[config.mk]
export PLATFORM = sky130hd
export DESIGN_NAME = srit_prep
export DESIGN_NICKNAME = d
export VERILOG_FILES = /design/src/hdl/srit_pkg.sv /design/src/hdl/srit_prep.sv
export SDC_FILE = /design/constraint.sdc
export NUM_CORES = 1
export LEC_CHECK = 0
export ABC_CLOCK_PERIOD_IN_PS = 2700
export BUFFER_PORTS_ARGS = -buffer_cell sky130_fd_sc_hd__buf_4
export CORE_AREA = 3 3 131 133
export CTS_BUF_LIST = sky130_fd_sc_hd__clkbuf_8
export CTS_CLUSTER_SIZE = 28
export DETAILED_ROUTE_END_ITERATION = 8
export DIE_AREA = 0 0 134 136
export PLACE_DENSITY = 0.8
export REMOVE_ABC_BUFFERS = 1
export SETUP_SLACK_MARGIN = 0.1
export SYNTH_ARGS = -nofsm -noshare
export SYNTH_HDL_FRONTEND = slang
export SYNTH_SLANG_ARGS = --single-unit
[constraint.sdc]
create_clock -name aclk -period 2.7 [get_ports aclk]
set_input_delay 0.27 -clock aclk [delete_from_list [all_inputs] [get_ports aclk]]
set_output_delay 0.27 -clock aclk [all_outputs]
set_load 0.05 [all_outputs]
[src/hdl/srit_pkg.sv]
`default_nettype none
// ---------------------------------------------------------------------------
// srit_pkg
// Shared constants and types for the segment / rectangle intersection test.
// ---------------------------------------------------------------------------
package srit_pkg;

    // Default coordinate width (signed Q12.4 at 16 bits).
    localparam int COORD_BITS_DEF = 16;

    // Query kinds carried on the input tuser.
    localparam logic CMD_SEG_SEG  = 1'b0;
    localparam logic CMD_SEG_RECT = 1'b1;

    // Load enables of the pipeline stages, handed to every sub-block.
    typedef struct packed {
        logic en1;
        logic en2;
        logic en3;
        logic en_out;
    } srit_en_t;

endpackage
`default_nettype wire

[src/hdl/srit_prep.sv]
`default_nettype none
// ---------------------------------------------------------------------------
// srit_prep
// First stage: sign-extends the points and builds the two test segments of
// each lane, including the rectangle diagonals in rectangle mode.
// ---------------------------------------------------------------------------
module srit_prep #(
    parameter int COORD_BITS = srit_pkg::COORD_BITS_DEF
) (
    input  wire logic                    aclk,
    input  wire srit_pkg::srit_en_t      en,
    input  wire logic                    cmd,
    input  wire logic [COORD_BITS-1:0]   a_x,
    input  wire logic [COORD_BITS-1:0]   a_y,
    input  wire logic [COORD_BITS-1:0]   b_x,
    input  wire logic [COORD_BITS-1:0]   b_y,
    input  wire logic [COORD_BITS-1:0]   c_x,
    input  wire logic [COORD_BITS-1:0]   c_y,
    input  wire logic [COORD_BITS-1:0]   d_x,
    input  wire logic [COORD_BITS-1:0]   d_y,
    output logic                         cmd_reg,
    output logic signed [COORD_BITS:0]   a_x_reg,
    output logic signed [COORD_BITS:0]   a_y_reg,
    output logic signed [COORD_BITS:0]   b_x_reg,
    output logic signed [COORD_BITS:0]   b_y_reg,
    output logic signed [COORD_BITS:0]   c0_x_reg,
    output logic signed [COORD_BITS:0]   c0_y_reg,
    output logic signed [COORD_BITS:0]   d0_x_reg,
    output logic signed [COORD_BITS:0]   d0_y_reg,
    output logic signed [COORD_BITS:0]   c1_x_reg,
    output logic signed [COORD_BITS:0]   c1_y_reg,
    output logic signed [COORD_BITS:0]   d1_x_reg,
    output logic signed [COORD_BITS:0]   d1_y_reg
);
    import srit_pkg::*;

    localparam int P = COORD_BITS + 1;

    logic signed [P-1:0] cx_e, cy_e, dx_e, dy_e, far_x, far_y;
    logic signed [P-1:0] d0_x_next, d0_y_next, c1_y_next, d1_x_next;

    always_comb begin
        cx_e  = {c_x[COORD_BITS-1], c_x};
        cy_e  = {c_y[COORD_BITS-1], c_y};
        dx_e  = {d_x[COORD_BITS-1], d_x};
        dy_e  = {d_y[COORD_BITS-1], d_y};
        // One extra bit keeps origin plus size exact.
        far_x = cx_e + dx_e;
        far_y = cy_e + dy_e;
        if (cmd == CMD_SEG_RECT) begin
            d0_x_next = far_x;
            d0_y_next = far_y;
        end else begin
            d0_x_next = dx_e;
            d0_y_next = dy_e;
        end
        // Second diagonal runs from the top-left to the bottom-right corner.
        c1_y_next = far_y;
        d1_x_next = far_x;
    end

    always_ff @(posedge aclk) begin
        if (en.en1) begin
            cmd_reg  <= cmd;
            a_x_reg  <= {a_x[COORD_BITS-1], a_x};
            a_y_reg  <= {a_y[COORD_BITS-1], a_y};
            b_x_reg  <= {b_x[COORD_BITS-1], b_x};
            b_y_reg  <= {b_y[COORD_BITS-1], b_y};
            c0_x_reg <= cx_e;
            c0_y_reg <= cy_e;
            d0_x_reg <= d0_x_next;
            d0_y_reg <= d0_y_next;
            c1_x_reg <= cx_e;
            c1_y_reg <= c1_y_next;
            d1_x_reg <= d1_x_next;
            d1_y_reg <= cy_e;
        end
    end

endmodule
`default_nettype wire

# Yosys cells after proc, flatten, opt, wreduce, memory -nomap -nowiden
# Index checks and enable logic that the tools add are counted.
[totals]
regBits = 165
latchBits = 0
ramBits = 0
rom_bits = 0
out_inout_bits = 205
word_cells = 15
n_memories = 0
[classes]
addsub = 2
mul = 0
div_mod_pow = 0
magnitude_cmp = 0
n_eq_ne = 0
shift = 0
mux = 2
n_bitwise = 0
reduce_logical = 0
[op_table]
columns = ["op", "n"]
rows = [
  ["adder 16 x 16 -> 17 bit", 2],
  ["2-to-1 mux 17 bit", 2],
]

# Longest topological paths before layout
[logic_depth]
word_depth = 2
depth_mapped = 8
depth_no_buf = 8

# Worst setup path before layout
# Ideal clock, no wire load.
[synth_timing]
path_kind = "input-to-reg"
startpoint = "in c_y[0]"
endpoint = "reg d0_y_reg[12], data pin"
t_arrival_ns = 1.923
path_slack_ns = 0.517
stages = 8
n_path_buf = 0
path_cell_list = "ha_1 fa_1 a21o_1 a31oi_1 o21ai_1 a31oi_1 xnor2_1 mux2_2"
[synth_between]
elab_chain_cells = 2
[synth_rtl]
columns = ["element", "line_no", "text"]
rows = [
  ["start: declaration", "srit_prep.sv:18", "input wire logic [COORD_BITS-1:0] c_y,"],
  ["adder 16 x 16 -> 17 bit", "srit_prep.sv:49", "far_y = cy_e + dy_e;"],
  ["via c1_y_next[12]", "srit_prep.sv:40", "logic signed [P-1:0] d0_x_next, d0_y_next, c1_y_next, d1_x_next;"],
  ["2-to-1 mux 17 bit", "srit_prep.sv:50", "if (cmd == CMD_SEG_RECT) begin"],
  ["via d0_y_next[12]", "srit_prep.sv:40", ""],
  ["end signal: assignment", "srit_prep.sv:72", "d0_y_reg <= d0_y_next;"],
  ["end: declaration", "srit_prep.sv:29", "output logic signed [COORD_BITS:0] d0_y_reg,"],
]
# The timed path passes the listed nets, and every way through them passes these cells.
# A chain may end at the register's enable or synchronous reset.

# Worst setup path after layout
[layout_timing]
startpoint = "in c_y[4]"
endpoint = "reg d0_y_reg[12], data pin"
# Same word-level chain as after synthesis.

==> results.ini <==
[hold_path]
hold_path_class=input pin to flop
whs_path_depth=1

[timing]
min_period_ns=2.520
finalHoldViolCount=0
setup_viol=0
tightest_slew_ns=0.5807
timing.final.crit_share=0.9333
slew_viol_final=0
relSlewSlack=0.6128
rsz0062_at_grt=false
fmax_mhz=396.8
tns_ns=0

[cells_and_area]
areaGrowthSynthToFinish_pct=53.94
postLayoutCoreUtil=0.7008
fillCellCount=1018
num_antenna_cells=0
layout_commonest_cell=buf_4
seqCellArea_mm2=0.004955
drive_above_1_share=0.4524
layout.nets=1049
stdcell_count=1109
final_cell_mix=buf_4, edfxtp_1, dlygate4sd3_1
multi_input_area_mm2=0.001949

[place]
place_congestion=0.8569
dp_cells=984
dp_hpwl_um=14760
io_buffer_count=335

[route]
wirelength_um=22050
drc_errors=0
viasPerCell=5.033
wl_per_cell_um=19.88
dr.pass1.iters=4
vias=5582
drtIter0Drc=410
drtAntennaViolNets=0

[clocking]
clock_sinks=165
htree_levels=4
cts.reportedPaths.clkPinSlew_ns=0.09
cts_tree=yes
clock_tree.root_cell=clkbuf_8
cts_buffer_depth=2
cts_buffers=17

[setup_path]
worst_path_most_repeated_cell=a31oi_1
cp.arrival_ns=2.72
crit_chain=dlygate4sd3_1 -> buf_4 -> ha_1 -> a211o_1 -> a31oi_1 -> o21ai_1 -> a31oi_1 -> xnor2_1 -> mux2_2
required_ns=2.90
start_kind=input pin
end_kind=flop
slowest_delay_ns=0.54
crit_path_top_delay_cell=dlygate4sd3_1
cp_max_fo=6
worst-setup-path-type=input pin to flop

[floorplan]
initial_utilization=0.4553
die_height_um=136
coreArea_mm2=0.01594
core.rowCount=46
die_area_mm2=0.01822
ioPinCount=339
die_x_um=134

[grt]
first_global_vias=5941
antenna_found_initial=0
track_usage=0.2360
grt_overflow=0
grt_pass1_wl_um=33120
grt_max_degree=61

[power]
swShare=0.3505
p_int_mw=5.097
p_switching_mw=2.750
peakVddDrop_v=0.0003438
comb_power_share=0.316
power.sequential.fraction=0.414
total_power_mw=7.847
clkPwrFrac=0.270
p_per_area_mw_per_mm2=702.3
leakage_nw=4.731

[synth]
synth.distinct_cells=48
synth_edf_count=165
synth-seq-cells=165
avgSynthCellArea_um2=15.12
yosys_warnings=0
syn-cell-area_mm2=0.007258
ys_seq_area_frac=0.6826
synthCells=480
async_flop_share=0
ys.flop_type=edfxtp_1

[outcome]
outcome=finished, final reports clean

[run]
max-cap-violations=0

==> Yosys cell counts (2+ instances only) <==
master,number,share of area
a211o_1,2,0.0024
and3_1,3,0.0026
o21bai_1,3,0.0031
nor3_1,8,0.0055
a31o_2,2,0.0024
mux2_2,26,0.040
a21oi_1,29,0.020
or2_2,2,0.0017
nor2b_1,5,0.0043
buf_4,40,0.041
a211oi_1,4,0.0041
xnor2_1,12,0.014
and2_1,4,0.0034
o21a_1,2,0.0021
clkbuf_1,8,0.0041
nand2_1,22,0.011
xor2_1,10,0.012
or3_1,5,0.0043
o21ai_0,14,0.0097
a31oi_1,4,0.0034
ha_1,32,0.055
a21o_1,8,0.0083
inv_1,6,0.0031
nand4_1,5,0.0043
fa_1,2,0.0055
nand3_1,5,0.0034
edfxtp_1,165,0.68
o211ai_1,9,0.0093
o22a_1,2,0.0024
nor2_1,22,0.011
o2111ai_1,2,0.0024
==> what timing repair did <==
action / in CTS / in global routing
hold buffers: 93 / 1
endpoints found under the hold margin: 93 / 1
resized for setup: 0 / 2
endpoints found under the setup margin: 0 / 2
buffers inserted: 0 / 0
==> worst paths after layout <==
| kind | end | startpoint | slack [ns] |
|---|---|---|---|
| setup / recovery | d0_y_reg[12]$_DFFE_PP_ | c_y[4] | 0.18 |
| hold / removal | d1_y_reg[1]$_DFFE_PP_ | c_y[1] | 0.03 |
==> kinds of logic after synthesis <==
logic type | count (synthesis) | share of synthesized area
flip-flops | 165 | 0.6826
AO/OA/AOI/OAI | 89 | 0.07982
AND/OR/NAND/NOR | 87 | 0.05878
buffers and inverters | 56 | 0.04982
adder cells (fa/ha/maj) | 34 | 0.06068
multiplexers | 27 | 0.04172
XOR/XNOR | 22 | 0.02655
==> through the flow <==
step | hold slack (ns) | setup WS [ns] | cell area, µm²
2_1_floorplan | 0.3689 | 0.5168 | 6919
3_3_place_gp | 0.4491 | 0.1432 | 9756
3_5_place_dp | 0.4493 | 0.1183 | 9756
4_1_cts | 0.001438 | 0.2362 | 11160
5_1_grt | 0.003891 | 0.1075 | 11170
6_report | 0.02960 | 0.1801 | 11170
==> cell type report <==
cell class / count / share of cell area
Sequential cell: 165 / 0.4434
Inverter: 6 / 0.002016
Tap cell: 216 / 0.02419
Multi-Input combinational cell: 259 / 0.1745
Clock inverter: 14 / 0.02105
Clock buffer: 17 / 0.02094
Timing Repair Buffer: 432 / 0.3139
==> critical path, delay by kind of cell <==
family,cells,cell delay (ns)
AO/OA/AOI/OAI,4,1.03
buffers and inverters,2,0.68
adder cells (fa/ha/maj),1,0.36
multiplexers,1,0.27
XOR/XNOR,1,0.11
==> routing by layer <==
metal / up-vias / track usage / routed length, µm
met5: - / 0 / 0
met4: 0 / 0.09657 / 770
met3: 45 / 0.06366 / 1590
met2: 275 / 0.4264 / 11570
met1: 2662 / 0.2645 / 8122
li1: 2600 / - / -
==> power by group through the flow <==
stage / Sequential, mW / Combinational (mW) / Clock (mW)
6_report: 3.25 / 2.48 / 2.12
2_1_floorplan: 4.40 / 0.399 / 0
3_5_place_dp: 3.30 / 2.35 / 0
4_1_cts: 3.24 / 2.47 / 2.14
5_1_grt: 3.28 / 2.59 / 2.25
3_3_place_gp: 3.29 / 2.32 / 0
No activity file was read; power rests on OpenSTA's default activity.
